## src/rtl/thd_pkg.sv

```systemverilog
// thd_pkg: shared types, codes and constants of the tap-and-hold detector.
// No dependencies; imported by every module of the block.
package thd_pkg;

    localparam int COORD_BITS_DEF = 12;
    localparam int TICK_W         = 16;
    localparam int RADIUS_W       = 12;
    localparam int RSQ_W          = 2 * RADIUS_W;
    localparam int CFG_ADDR_W     = 2;
    localparam int CFG_DATA_W     = 16;
    localparam int KIND_W         = 2;
    localparam int VERDICT_W      = 3;

    localparam logic [TICK_W-1:0]   ACT_RST    = 16'd500;
    localparam logic [TICK_W-1:0]   HOLD_RST   = 16'd1000;
    localparam logic [RADIUS_W-1:0] RADIUS_RST = 12'd16;
    localparam logic [RSQ_W-1:0]    RSQ_RST    = RSQ_W'(RADIUS_RST) * RSQ_W'(RADIUS_RST);

    typedef enum logic [KIND_W-1:0] {
        KIND_PRESS   = 2'd0,
        KIND_MOVE    = 2'd1,
        KIND_RELEASE = 2'd2,
        KIND_TICK    = 2'd3
    } t_kind;

    typedef enum logic [1:0] {
        PH_IDLE = 2'd0,
        PH_WAIT = 2'd1,
        PH_HOLD = 2'd2
    } t_phase;

    typedef enum logic [VERDICT_W-1:0] {
        V_IGNORE  = 3'd0,
        V_MAYBE   = 3'd1,
        V_TRIGGER = 3'd2,
        V_FINISH  = 3'd3,
        V_CANCEL  = 3'd4
    } t_verdict;

    typedef enum logic [CFG_ADDR_W-1:0] {
        CFG_ACT    = 2'd0,
        CFG_HOLD   = 2'd1,
        CFG_RADIUS = 2'd2
    } t_cfg_idx;

    typedef struct packed {
        logic [TICK_W-1:0] act_ticks;
        logic [TICK_W-1:0] hold_ticks;
        logic [RSQ_W-1:0]  radius_sq;
    } t_cfg;

endpackage

```

## src/rtl/thd_cfg_regs.sv

```systemverilog
// thd_cfg_regs: configuration registers; keeps the tap radius as its square.
// Depends on thd_pkg.
module thd_cfg_regs (
    input  logic                           i_clk,
    input  logic                           i_rst_n,
    input  logic                           i_cfg_we,
    input  logic [thd_pkg::CFG_ADDR_W-1:0] i_cfg_addr,
    input  logic [thd_pkg::CFG_DATA_W-1:0] i_cfg_wdata,
    output thd_pkg::t_cfg                  o_cfg
);
    import thd_pkg::*;

    logic [TICK_W-1:0] r_act_ticks;
    logic [TICK_W-1:0] r_hold_ticks;
    logic [RSQ_W-1:0]  r_radius_sq;
    logic [RSQ_W-1:0]  n_radius_sq;

    // square once at write time, keeps the multiplier off the event path
    assign n_radius_sq = RSQ_W'(i_cfg_wdata[RADIUS_W-1:0]) * RSQ_W'(i_cfg_wdata[RADIUS_W-1:0]);

    always_ff @(posedge i_clk) begin
        if (!i_rst_n) begin
            r_act_ticks  <= ACT_RST;
            r_hold_ticks <= HOLD_RST;
            r_radius_sq  <= RSQ_RST;
        end else if (i_cfg_we) begin
            case (t_cfg_idx'(i_cfg_addr))
                CFG_ACT:    r_act_ticks  <= i_cfg_wdata;
                CFG_HOLD:   r_hold_ticks <= i_cfg_wdata;
                CFG_RADIUS: r_radius_sq  <= n_radius_sq;
                default: begin
                    // unmapped index: no effect
                end
            endcase
        end
    end

    assign o_cfg.act_ticks  = r_act_ticks;
    assign o_cfg.hold_ticks = r_hold_ticks;
    assign o_cfg.radius_sq  = r_radius_sq;

endmodule

```

## src/rtl/thd_engine.sv

```systemverilog
// thd_engine: gesture state (phase, tick count, start point) and the
// per-word decision logic. Depends on thd_pkg.
module thd_engine #(
    parameter int COORD_BITS = thd_pkg::COORD_BITS_DEF
) (
    input  logic                  i_clk,
    input  logic                  i_rst_n,
    input  logic                  i_go,
    input  thd_pkg::t_kind        i_kind,
    input  logic                  i_prim,
    input  logic [COORD_BITS-1:0] i_x,
    input  logic [COORD_BITS-1:0] i_y,
    input  thd_pkg::t_cfg         i_cfg,
    output thd_pkg::t_verdict     o_verdict,
    output logic                  o_consumed,
    output logic [COORD_BITS-1:0] o_hot_x,
    output logic [COORD_BITS-1:0] o_hot_y
);
    import thd_pkg::*;

    localparam int SQ_W   = 2 * COORD_BITS;
    localparam int SUM_W  = SQ_W + 1;
    localparam int CMP_W  = (SUM_W > RSQ_W) ? SUM_W : RSQ_W;

    t_phase                r_phase, n_phase;
    logic [TICK_W-1:0]     r_tick_count, n_tick_count;
    logic [COORD_BITS-1:0] r_start_x, n_start_x;
    logic [COORD_BITS-1:0] r_start_y, n_start_y;

    logic                  busy;
    logic [COORD_BITS-1:0] dx_abs, dy_abs;
    logic [SQ_W-1:0]       dx_sq, dy_sq;
    logic [SUM_W-1:0]      dist_sq;
    logic                  beyond;
    logic [TICK_W-1:0]     tick_inc;
    logic [TICK_W-1:0]     limit;
    logic                  tick_hit;

    assign busy = (r_phase == PH_WAIT) || (r_phase == PH_HOLD);

    // squared distance from the start point
    assign dx_abs  = (i_x >= r_start_x) ? (i_x - r_start_x) : (r_start_x - i_x);
    assign dy_abs  = (i_y >= r_start_y) ? (i_y - r_start_y) : (r_start_y - i_y);
    assign dx_sq   = SQ_W'(dx_abs) * SQ_W'(dx_abs);
    assign dy_sq   = SQ_W'(dy_abs) * SQ_W'(dy_abs);
    assign dist_sq = SUM_W'(dx_sq) + SUM_W'(dy_sq);
    assign beyond  = CMP_W'(dist_sq) > CMP_W'(i_cfg.radius_sq);

    // tick counter, wraps at 16 bits; >= so a lowered limit fires at once
    assign tick_inc = r_tick_count + TICK_W'(1);
    assign limit    = (r_phase == PH_WAIT) ? i_cfg.act_ticks : i_cfg.hold_ticks;
    assign tick_hit = tick_inc >= limit;

    // next state
    always_comb begin
        n_phase      = r_phase;
        n_tick_count = r_tick_count;
        n_start_x    = r_start_x;
        n_start_y    = r_start_y;
        case (i_kind)
            KIND_PRESS: begin
                if (i_prim) begin
                    n_start_x    = i_x;
                    n_start_y    = i_y;
                    n_phase      = PH_WAIT;
                    n_tick_count = '0;
                end
            end
            KIND_MOVE: begin
                if (i_prim && busy && beyond) begin
                    n_phase      = PH_IDLE;
                    n_tick_count = '0;
                end
            end
            KIND_RELEASE: begin
                if (busy) begin
                    n_phase      = PH_IDLE;
                    n_tick_count = '0;
                end
            end
            KIND_TICK: begin
                if (busy) begin
                    if (tick_hit) begin
                        n_tick_count = '0;
                        n_phase      = (r_phase == PH_WAIT) ? PH_HOLD : PH_IDLE;
                    end else begin
                        n_tick_count = tick_inc;
                    end
                end
            end
            default: begin
                n_phase = r_phase;
            end
        endcase
    end

    // outputs
    always_comb begin
        o_verdict  = V_IGNORE;
        o_consumed = 1'b0;
        case (i_kind)
            KIND_PRESS: begin
                if (i_prim) o_verdict = V_MAYBE;
            end
            KIND_MOVE: begin
                if (i_prim && busy) o_verdict = beyond ? V_CANCEL : V_MAYBE;
            end
            KIND_RELEASE: begin
                if (busy) o_verdict = V_CANCEL;
            end
            KIND_TICK: begin
                if (busy && tick_hit) begin
                    o_consumed = 1'b1;
                    o_verdict  = (r_phase == PH_WAIT) ? V_TRIGGER : V_FINISH;
                end
            end
            default: begin
                o_verdict = V_IGNORE;
            end
        endcase
    end

    // start point as it stands after this word
    assign o_hot_x = n_start_x;
    assign o_hot_y = n_start_y;

    always_ff @(posedge i_clk) begin
        if (!i_rst_n) begin
            r_phase      <= PH_IDLE;
            r_tick_count <= '0;
            r_start_x    <= '0;
            r_start_y    <= '0;
        end else if (i_go) begin
            r_phase      <= n_phase;
            r_tick_count <= n_tick_count;
            r_start_x    <= n_start_x;
            r_start_y    <= n_start_y;
        end
    end

    a_cancel_to_idle: assert property (@(posedge i_clk) disable iff (!i_rst_n)
        (i_go && o_verdict == V_CANCEL) |=> (r_phase == PH_IDLE && r_tick_count == '0))
        else $error("cancel did not return to idle");

    a_trigger_to_hold: assert property (@(posedge i_clk) disable iff (!i_rst_n)
        (i_go && o_verdict == V_TRIGGER) |=> (r_phase == PH_HOLD && r_tick_count == '0))
        else $error("trigger did not open the hold period");

    a_consumed_on_tick: assert property (@(posedge i_clk) disable iff (!i_rst_n)
        (i_go && o_consumed) |-> (i_kind == KIND_TICK &&
                                  (r_phase == PH_WAIT || r_phase == PH_HOLD)))
        else $error("consumed outside a busy tick");

    a_press_restarts: assert property (@(posedge i_clk) disable iff (!i_rst_n)
        (i_go && i_kind == KIND_PRESS && i_prim) |=>
            (r_phase == PH_WAIT && r_start_x == $past(i_x) && r_start_y == $past(i_y)))
        else $error("primary press did not restart the wait");

endmodule

```

## src/rtl/tap_and_hold_detector_core.sv

```systemverilog
// tap_and_hold_detector_core: top level of the long-press gesture detector.
// Depends on thd_pkg, thd_cfg_regs and thd_engine.
//
//  channel   dir  handshake                     payload
//  s_axis    in   s_axis_tvalid/s_axis_tready   tuser: kind; tdata: primary_only, pos_x, pos_y
//  m_axis    out  m_axis_tvalid/m_axis_tready   tuser: verdict; tdata: consumed, hot_x, hot_y
//  cfg       in   i_cfg_we (no wait)            i_cfg_addr index, i_cfg_wdata value
//
//  One word per clock sustained while m_axis_tready stays high. Two registers: the input register, then
//  the gesture logic (squared distance, tick compare) into the result register.
//  Synchronous active-low reset clears phase, tick count, start point, valids
//  and loads the register defaults (500 / 1000 / radius 16).
//  A stalled result holds in the result register; the input register still
//  takes a word, and s_axis_tready drops only when both stages are full.
module tap_and_hold_detector_core #(
    parameter  int COORD_BITS = thd_pkg::COORD_BITS_DEF,
    localparam int PAY_W      = 1 + 2 * COORD_BITS,
    localparam int TD_W       = ((PAY_W + 7) / 8) * 8
) (
    input  logic                           i_clk,
    input  logic                           i_rst_n,
    // slave side
    input  logic                           s_axis_tvalid,
    output logic                           s_axis_tready,
    input  logic [TD_W-1:0]                s_axis_tdata,  // primary_only, pos_x, pos_y, pad
    input  logic [thd_pkg::KIND_W-1:0]     s_axis_tuser,  // kind
    // master side
    output logic                           m_axis_tvalid,
    input  logic                           m_axis_tready,
    output logic [TD_W-1:0]                m_axis_tdata,  // consumed, hot_x, hot_y, pad
    output logic [thd_pkg::VERDICT_W-1:0]  m_axis_tuser,  // verdict
    // configuration write port
    input  logic                           i_cfg_we,
    input  logic [thd_pkg::CFG_ADDR_W-1:0] i_cfg_addr,
    input  logic [thd_pkg::CFG_DATA_W-1:0] i_cfg_wdata
);
    import thd_pkg::*;

    localparam int PAD_W = TD_W - PAY_W;

    t_cfg                  cfg;

    // input register
    logic                  r_in_valid;
    t_kind                 r_kind;
    logic                  r_prim;
    logic [COORD_BITS-1:0] r_x;
    logic [COORD_BITS-1:0] r_y;

    // result register
    logic                  r_out_valid;
    t_verdict              r_verdict;
    logic                  r_consumed;
    logic [COORD_BITS-1:0] r_hot_x;
    logic [COORD_BITS-1:0] r_hot_y;

    t_verdict              eng_verdict;
    logic                  eng_consumed;
    logic [COORD_BITS-1:0] eng_hot_x;
    logic [COORD_BITS-1:0] eng_hot_y;

    logic                  advance;
    logic                  s_take;

    // word moves from input to result stage when the result slot is free
    assign advance       = r_in_valid && (!r_out_valid || m_axis_tready);
    assign s_axis_tready = !r_in_valid || advance;
    assign s_take        = s_axis_tvalid && s_axis_tready;

    thd_cfg_regs u_cfg (
        .i_clk       (i_clk),
        .i_rst_n     (i_rst_n),
        .i_cfg_we    (i_cfg_we),
        .i_cfg_addr  (i_cfg_addr),
        .i_cfg_wdata (i_cfg_wdata),
        .o_cfg       (cfg)
    );

    thd_engine #(
        .COORD_BITS (COORD_BITS)
    ) u_engine (
        .i_clk      (i_clk),
        .i_rst_n    (i_rst_n),
        .i_go       (advance),
        .i_kind     (r_kind),
        .i_prim     (r_prim),
        .i_x        (r_x),
        .i_y        (r_y),
        .i_cfg      (cfg),
        .o_verdict  (eng_verdict),
        .o_consumed (eng_consumed),
        .o_hot_x    (eng_hot_x),
        .o_hot_y    (eng_hot_y)
    );

    // input stage
    always_ff @(posedge i_clk) begin
        if (!i_rst_n) begin
            r_in_valid <= 1'b0;
        end else if (s_take) begin
            r_in_valid <= 1'b1;
        end else if (advance) begin
            r_in_valid <= 1'b0;
        end
    end

    always_ff @(posedge i_clk) begin
        if (s_take) begin
            r_kind <= t_kind'(s_axis_tuser);
            r_prim <= s_axis_tdata[0];
            r_x    <= s_axis_tdata[COORD_BITS:1];
            r_y    <= s_axis_tdata[2*COORD_BITS:COORD_BITS+1];
        end
    end

    // result stage
    always_ff @(posedge i_clk) begin
        if (!i_rst_n) begin
            r_out_valid <= 1'b0;
        end else if (advance) begin
            r_out_valid <= 1'b1;
        end else if (m_axis_tready) begin
            r_out_valid <= 1'b0;
        end
    end

    always_ff @(posedge i_clk) begin
        if (advance) begin
            r_verdict  <= eng_verdict;
            r_consumed <= eng_consumed;
            r_hot_x    <= eng_hot_x;
            r_hot_y    <= eng_hot_y;
        end
    end

    assign m_axis_tvalid = r_out_valid;
    assign m_axis_tuser  = r_verdict;
    assign m_axis_tdata  = {{PAD_W{1'b0}}, r_hot_y, r_hot_x, r_consumed};

endmodule

```

## config.mk

```make
export PLATFORM = sky130hd
export DESIGN_NAME = tap_and_hold_detector_core
export DESIGN_NICKNAME = d
export VERILOG_FILES = /design/src/rtl/thd_pkg.sv /design/src/rtl/thd_cfg_regs.sv /design/src/rtl/thd_engine.sv /design/src/rtl/tap_and_hold_detector_core.sv
export SDC_FILE = /design/constraint.sdc
export NUM_CORES = 1
export LEC_CHECK = 0
export BUFFER_PORTS_ARGS = -buffer_cell sky130_fd_sc_hd__buf_2
export CAP_MARGIN = 20
export CORE_ASPECT_RATIO = 0.75
export CORE_MARGIN = 4
export CORE_UTILIZATION = 45
export CTS_CLUSTER_SIZE = 40
export DETAILED_ROUTE_END_ITERATION = 10
export PLACE_DENSITY = 0.67
export SYNTH_ARGS = -nofsm -noshare
export SYNTH_HDL_FRONTEND = slang
export SYNTH_HIERARCHICAL = 1
export SYNTH_SLANG_ARGS = --single-unit
```

## constraint.sdc

```tcl
create_clock -name i_clk -period 12.1 [get_ports i_clk]
set_input_delay 1.815 -clock i_clk [delete_from_list [all_inputs] [get_ports i_clk]]
set_output_delay 1.815 -clock i_clk [all_outputs]
set_load 0.05 [all_outputs]
```

Word-level counts from Yosys, hierarchy flattened. Cells that the tools add are included.

Reduce and logical (&&, ||, !) cells: 19. $add $sub $neg: 6. Multipliers: 3. Equal/unequal tests: 12. Mux-type cells: 32. Magnitude comparators: 4. Divide/modulo/power cells: 0. Bitwise operators: 0. Shift-type cells: 0.

Operators with widths (number): $mux W16 (6); $mul A12 B12 Y24 (3); $mux W12 (6); $pmux W16 S4 (1); $sub A12 B12 Y12 (4); $add A24 B24 Y25 (1); $gt A25 B24 Y1 (1); $ge A12 B12 Y1 (2); $add A16 B1 Y16 const B (1); $ge A16 B16 Y1 (1); $mux W2 (6); $mux W3 (4); $pmux W3 S4 (1); $eq A2 B2 Y1 const B (4); $ne A2 B1 Y1 const B (4); $pmux W2 S4 (1); $mux W1 (7); $eq A2 B1 Y1 const B (3); $reduce_and A2 Y1 (3); $reduce_and A6 Y1 (1); $logic_and A1 B1 Y1 (5); $reduce_and A5 Y1 (1); $logic_not A2 Y1 (2); $reduce_bool A2 Y1 (2); 3 further kinds (6).

Memories kept: 0. Bits in registers: 155. Bits in read-only memories: 0. RAM bits: 0. Word-level logic and storage cells: 93. Latch bits: 0. Output and inout port bits: 37.

Depth between registers and ports, before layout.
Depth after elaboration: 8. Depth in mapped cells: 47.

Hierarchy. The synthesis kept the hierarchy.

Modules (own cells, without submodules): thd_engine (area each 13708.1 sq um, times used 1, cells each 1632); thd_cfg_regs (area each 6162.2 sq um, times used 1, cells each 735); tap_and_hold_detector_core (area each 1819.2 sq um, times used 1, cells each 73).

Worst setup path after synthesis. No wires, ideal clock.

Path type: register -> register. Start: reg r_x[0]. End: reg u_engine.r_tick_count[10]. Path buffers: 4. Setup slack: 2.084 ns. Required time: 12.028 ns. Arrival time: 9.944 ns. Stages on the path, launching flop included: 45. Cells stage by stage: edfxtp_1 inv_1 ha_1 inv_1 fa_1 a21oi_1 o22ai_2 o41ai_2 o211a_1 buf_6 buf_6 mux2i_1 xnor2_1 buf_2 nand2b_1 fa_1 inv_1 fa_1 [9 not listed] ha_1 a2111o_1 o21ai_1 nor2_1 or3_1 a21oi_1 o21ai_0 xnor2_1 ha_1 a21o_1 a21o_1 a211oi_1 o211a_1 a21oi_1 o311ai_4 buf_6 a32oi_1 mux2i_1.

Longest elaborated chain between the ends: 8. Elaborated cells between the ends (all ways): 10. Classes of those cells: add/sub (3); mul (1); order compare (2); eq/ne (1); mux (1); reduce/logical (2).

Ends and longest elaborated chain: from (decl) (line tap_and_hold_detector_core.sv:47) `logic [COORD_BITS-1:0] r_x;`; from (signal assigned) (line tap_and_hold_detector_core.sv:111) `r_x <= s_axis_tdata[COORD_BITS:1];`; $sub A12 B12 Y12 or $ge A12 B12 Y1 (tied branches) (line thd_engine.sv:42) `assign dx_abs = (i_x >= r_start_x) ? (i_x - r_start_x) : (r_start_x - i_x);`; $mux W12 * (line thd_engine.sv:42); $mul A12 B12 Y24 * (line thd_engine.sv:44) `assign dx_sq = SQ_W'(dx_abs) * SQ_W'(dx_abs);`; $add A24 B24 Y25 * (line thd_engine.sv:46) `assign dist_sq = SUM_W'(dx_sq) + SUM_W'(dy_sq);`; $gt A25 B24 Y1 * (line thd_engine.sv:47) `assign beyond = CMP_W'(dist_sq) > CMP_W'(i_cfg.radius_sq);`; $logic_and A1 B1 Y1 * (line thd_engine.sv:70) `if (i_prim && busy && beyond) begin`; $ne A2 B1 Y1 (no source line) *; $reduce_and A5 Y1 (no source line) *; to (signal assigned) (line thd_engine.sv:135) `r_tick_count <= n_tick_count;`; to (decl) (line thd_engine.sv:26) `logic [TICK_W-1:0] r_tick_count, n_tick_count;`.

Mark *: on every way between the ends. The rest lies on a longest branch, timed or not. A chain may end at the register's enable or synchronous reset.

Final worst setup path.
Start: reg r_x[0]. End: reg u_engine.r_tick_count[6].

Same word-level chain as after synthesis.

==> flow_metrics.tcl <==
set metrics [dict create \
    die-width_um 261.5 \
    r2r-end "u_engine/r_tick_count[6]" \
    drt_iter0_markers 822 \
    die_h_um 198.1 \
    crit_type "flop to flop" \
    reg2reg_slack_ns 0.69 \
    synth_edf_count 55 \
    drc_errors 0 \
    synth_top_flop_cell "dfxtp_1" \
    r2r_cells 44 \
    nets 3084 \
    fin_crit_ns 11.41 \
    routabilityCongestion 0.9211 \
    rsz0062_at_grt "false" \
    start_kind "flop" \
    ctsHoldBuffers 0 \
    drv_slew 0 \
    cts-buffers-inserted 17 \
    synth_compound_area_frac 0.1208 \
    drive_gt1_frac 0.08233 \
    synth.ff_latch_count 154 \
    port_buffers 79 \
    cp-endpoint "u_engine/r_tick_count[6]" \
    synthMuxAreaShare 0.01938 \
    fp-row-count 69 \
    die_area_mm2 0.05181 \
    critPathMaxFanout 15 \
    tightestPinTransition_ns 0.9859 \
    synth_top_family_by_area "adder cells" \
    ys_warn_count 6 \
    first_pass_iters 6 \
    n_antenna_cell 0 \
    antenna_found_initial 0 \
    ant_nets 0 \
    finalSetupTns_ns 0 \
    netlist_area_mm2 0.02169 \
    grt_usage 0.1954 \
    grt_max_degree 59 \
    wl_per_cell_um 15.50 \
    initial_core_util 0.4568 \
    dp.cells 3106 \
    whs_ns 0.4535 \
    overflow 0 \
    cap_violations 0 \
    grt_pass1_wl_um 82600 \
    clk_pin_slew_ns 0.06 \
    dpl.hpwl_um 39820 \
    h-tree-depth 4 \
    r2r_start "r_x[0]" \
    postSynth.asyncResetShare 0 \
    clock-sinks 154 \
    timing.fmax_mhz 87.65 \
    layout.cells.non_filler 3141 \
    cts_resized 0 \
    finalSetupViolCount 0 \
    wirelength_um 48690 \
    maxSlewHeadroom 0.3411 \
    crit_path_end_kind "flop" \
    cts_setup_buffers 0 \
    syn_area_per_cell_um2 8.889 \
    area_growth_pct 7.938 \
    fin_skew_ns 0.01431 \
    clk_latency_ns 0.44 \
    yosysUniqueCellTypes 96 \
    final_core_util 0.4930 \
    outcome "finished clean" \
    synthCells 2440 \
    synth_simple_gate_area_frac 0.1415 \
    ys_seq_area_frac 0.1675 \
    vias_per_cell 5.259 \
    met1_usage 0.2708 \
    crit_path_top_delay_cell "fa_1" \
    grt.busiest_layer "met2" \
    hold_viol 0 \
    use_met2 0.3221 \
    hold_path_class "flop to flop" \
    synth-xor-area-share 0.03230 \
    startpoint "r_x[0]" \
    vias 16520 \
    synth_fa_ha_area_frac 0.4090 \
    clk_path_buf_depth 2 \
    num_io_pins 94 \
    cp.required_ns 12.46 \
    grt_pass1_vias 16950 \
    cp.arrival_ns 11.77 \
    use_met3 0.03401 \
    root_buffer "clkbuf_16" \
    placeableCoreArea_mm2 0.04748 \
    period_share 0.9429 \
    cpPeakStageDelay_ns 0.61 \
    crit_top_cell "fa_1" \
    cts_tree "done" \
]
-- synthesized netlist by cell type (7+ instances only) --
library cell	count	share of area
a21o_1	40	0.014
nand4_1	15	0.0043
fa_1	285	0.26
a21boi_0	25	0.0087
or3_1	8	0.0023
nand3b_1	15	0.0052
xnor2_2	7	0.0052
nor2_1	140	0.024
nor2b_1	14	0.0040
mux2i_1	36	0.017
nand2b_1	38	0.011
edfxtp_1	55	0.076
xnor2_1	34	0.014
a32oi_1	13	0.0052
or2_2	11	0.0032
ha_1	253	0.15
and3_1	20	0.0058
a21oi_1	106	0.024
dfxtp_1	99	0.091
nor3_1	12	0.0028
buf_4	12	0.0042
o21ai_0	63	0.015
nand3_1	48	0.011
clkbuf_1	53	0.0092
inv_1	505	0.087
xor2_1	23	0.0093
a31oi_1	7	0.0020
o21a_1	16	0.0055
o211ai_1	16	0.0055
a211oi_1	16	0.0055
buf_2	21	0.0048
nand2_1	251	0.043
and2_1	58	0.017
-- placed cells by master, fill, tap and decap left out, drive strengths merged, types with 6 or more instances in the layout --
| cell | count |
|---|---|
| and2 | 58 |
| buf | 117 |
| nand4 | 15 |
| a211oi | 17 |
| or3 | 8 |
| a21oi | 109 |
| clkinv | 7 |
| a32oi | 13 |
| fa | 285 |
| nand2 | 251 |
| clkbuf | 21 |
| inv | 512 |
| nor3 | 12 |
| nand3 | 48 |
| nand2b | 38 |
| dfxtp | 99 |
| or2 | 14 |
| and3 | 20 |
| mux2i | 36 |
| a31oi | 9 |
| nor2b | 15 |
| o211ai | 16 |
| edfxtp | 55 |
| ha | 253 |
| a21boi | 27 |
| a31o | 6 |
| a21o | 40 |
| conb | 8 |
| nor2 | 142 |
| nand3b | 16 |
| o21a | 16 |
| xnor2 | 42 |
| xor2 | 26 |
| o21ai | 67 |
-- critical path, delay by kind of cell, from the launching register on --
kind	cells	cell delay, ns
buffers and inverters	11	1.28
XOR/XNOR	2	0.32
AO/OA/AOI/OAI	15	3.39
multiplexers	2	0.42
adder cells (fa/ha/maj)	11	4.80
flip-flops	1	0.44
AND/OR/NAND/NOR	3	0.64
-- state kept, by name, summed over array words and instances (netlist names), 16 cells and up --
signal / count
u_cfg/r_radius_sq: 23
u_cfg/r_act_ticks: 16
u_cfg/r_hold_ticks: 16
u_engine/r_tick_count: 16
-- worst min path at each step --
stage | start | endpoint | slack (ns) | depth (start not counted)
2_1_floorplan | u_cfg/r_radius_sq[7] | u_cfg/r_radius_sq[7] | 0.43 | 2
3_3_place_gp | u_cfg/r_act_ticks[0] | u_cfg/r_act_ticks[0] | 0.44 | 2
3_5_place_dp | u_cfg/r_radius_sq[14] | u_cfg/r_radius_sq[14] | 0.45 | 2
4_1_cts | u_cfg/r_radius_sq[14] | u_cfg/r_radius_sq[14] | 0.46 | 2
5_1_grt | u_cfg/r_hold_ticks[0] | u_cfg/r_hold_ticks[0] | 0.47 | 2
6_report | u_cfg/r_radius_sq[14] | u_cfg/r_radius_sq[14] | 0.45 | 2
-- cell families (layout without fill, tap and decap cells) --
kind of cell,after synthesis,count (layout)
adder cells (fa/ha/maj),538,538
other,2,8
XOR/XNOR,68,68
AO/OA/AOI/OAI,384,384
flip-flops,154,154
buffers and inverters,605,661
multiplexers,41,41
AND/OR/NAND/NOR,648,648
-- routing by layer --
metal / routed length, um / share of wire / vias up
li1: - / - / 7900
met2: 22760 / 0.47 / 370
met4: 724 / 0.015 / 0
met5: 0 / 0 / -
met3: 2633 / 0.054 / 54
met1: 22580 / 0.46 / 8195
-- per-stage QoR --
| step | worst slack, ns | cell area, um2 |
|---|---|---|
| floorplan | 2.084 | 21710 |
| global placement | 0.7804 | 22750 |
| detailed placement | 0.6560 | 22760 |
| CTS | 0.5152 | 23340 |
| global route | 0.01545 | 23410 |
| finish | 0.6911 | 23410 |
-- cell type report --
type,instances,area [um2]
timing repair buffer,117,720.7
sequential,154,3633
clock buffer,21,440.4
tap,639,799.5
clock inverter,11,146.4
fill,4503,24070
inverter,512,1922
multi-input combinational,1687,15750
Power is left out: the tool's default activity adds up to more than one toggle a clock period on the data nets, which glitch-free logic cannot reach.
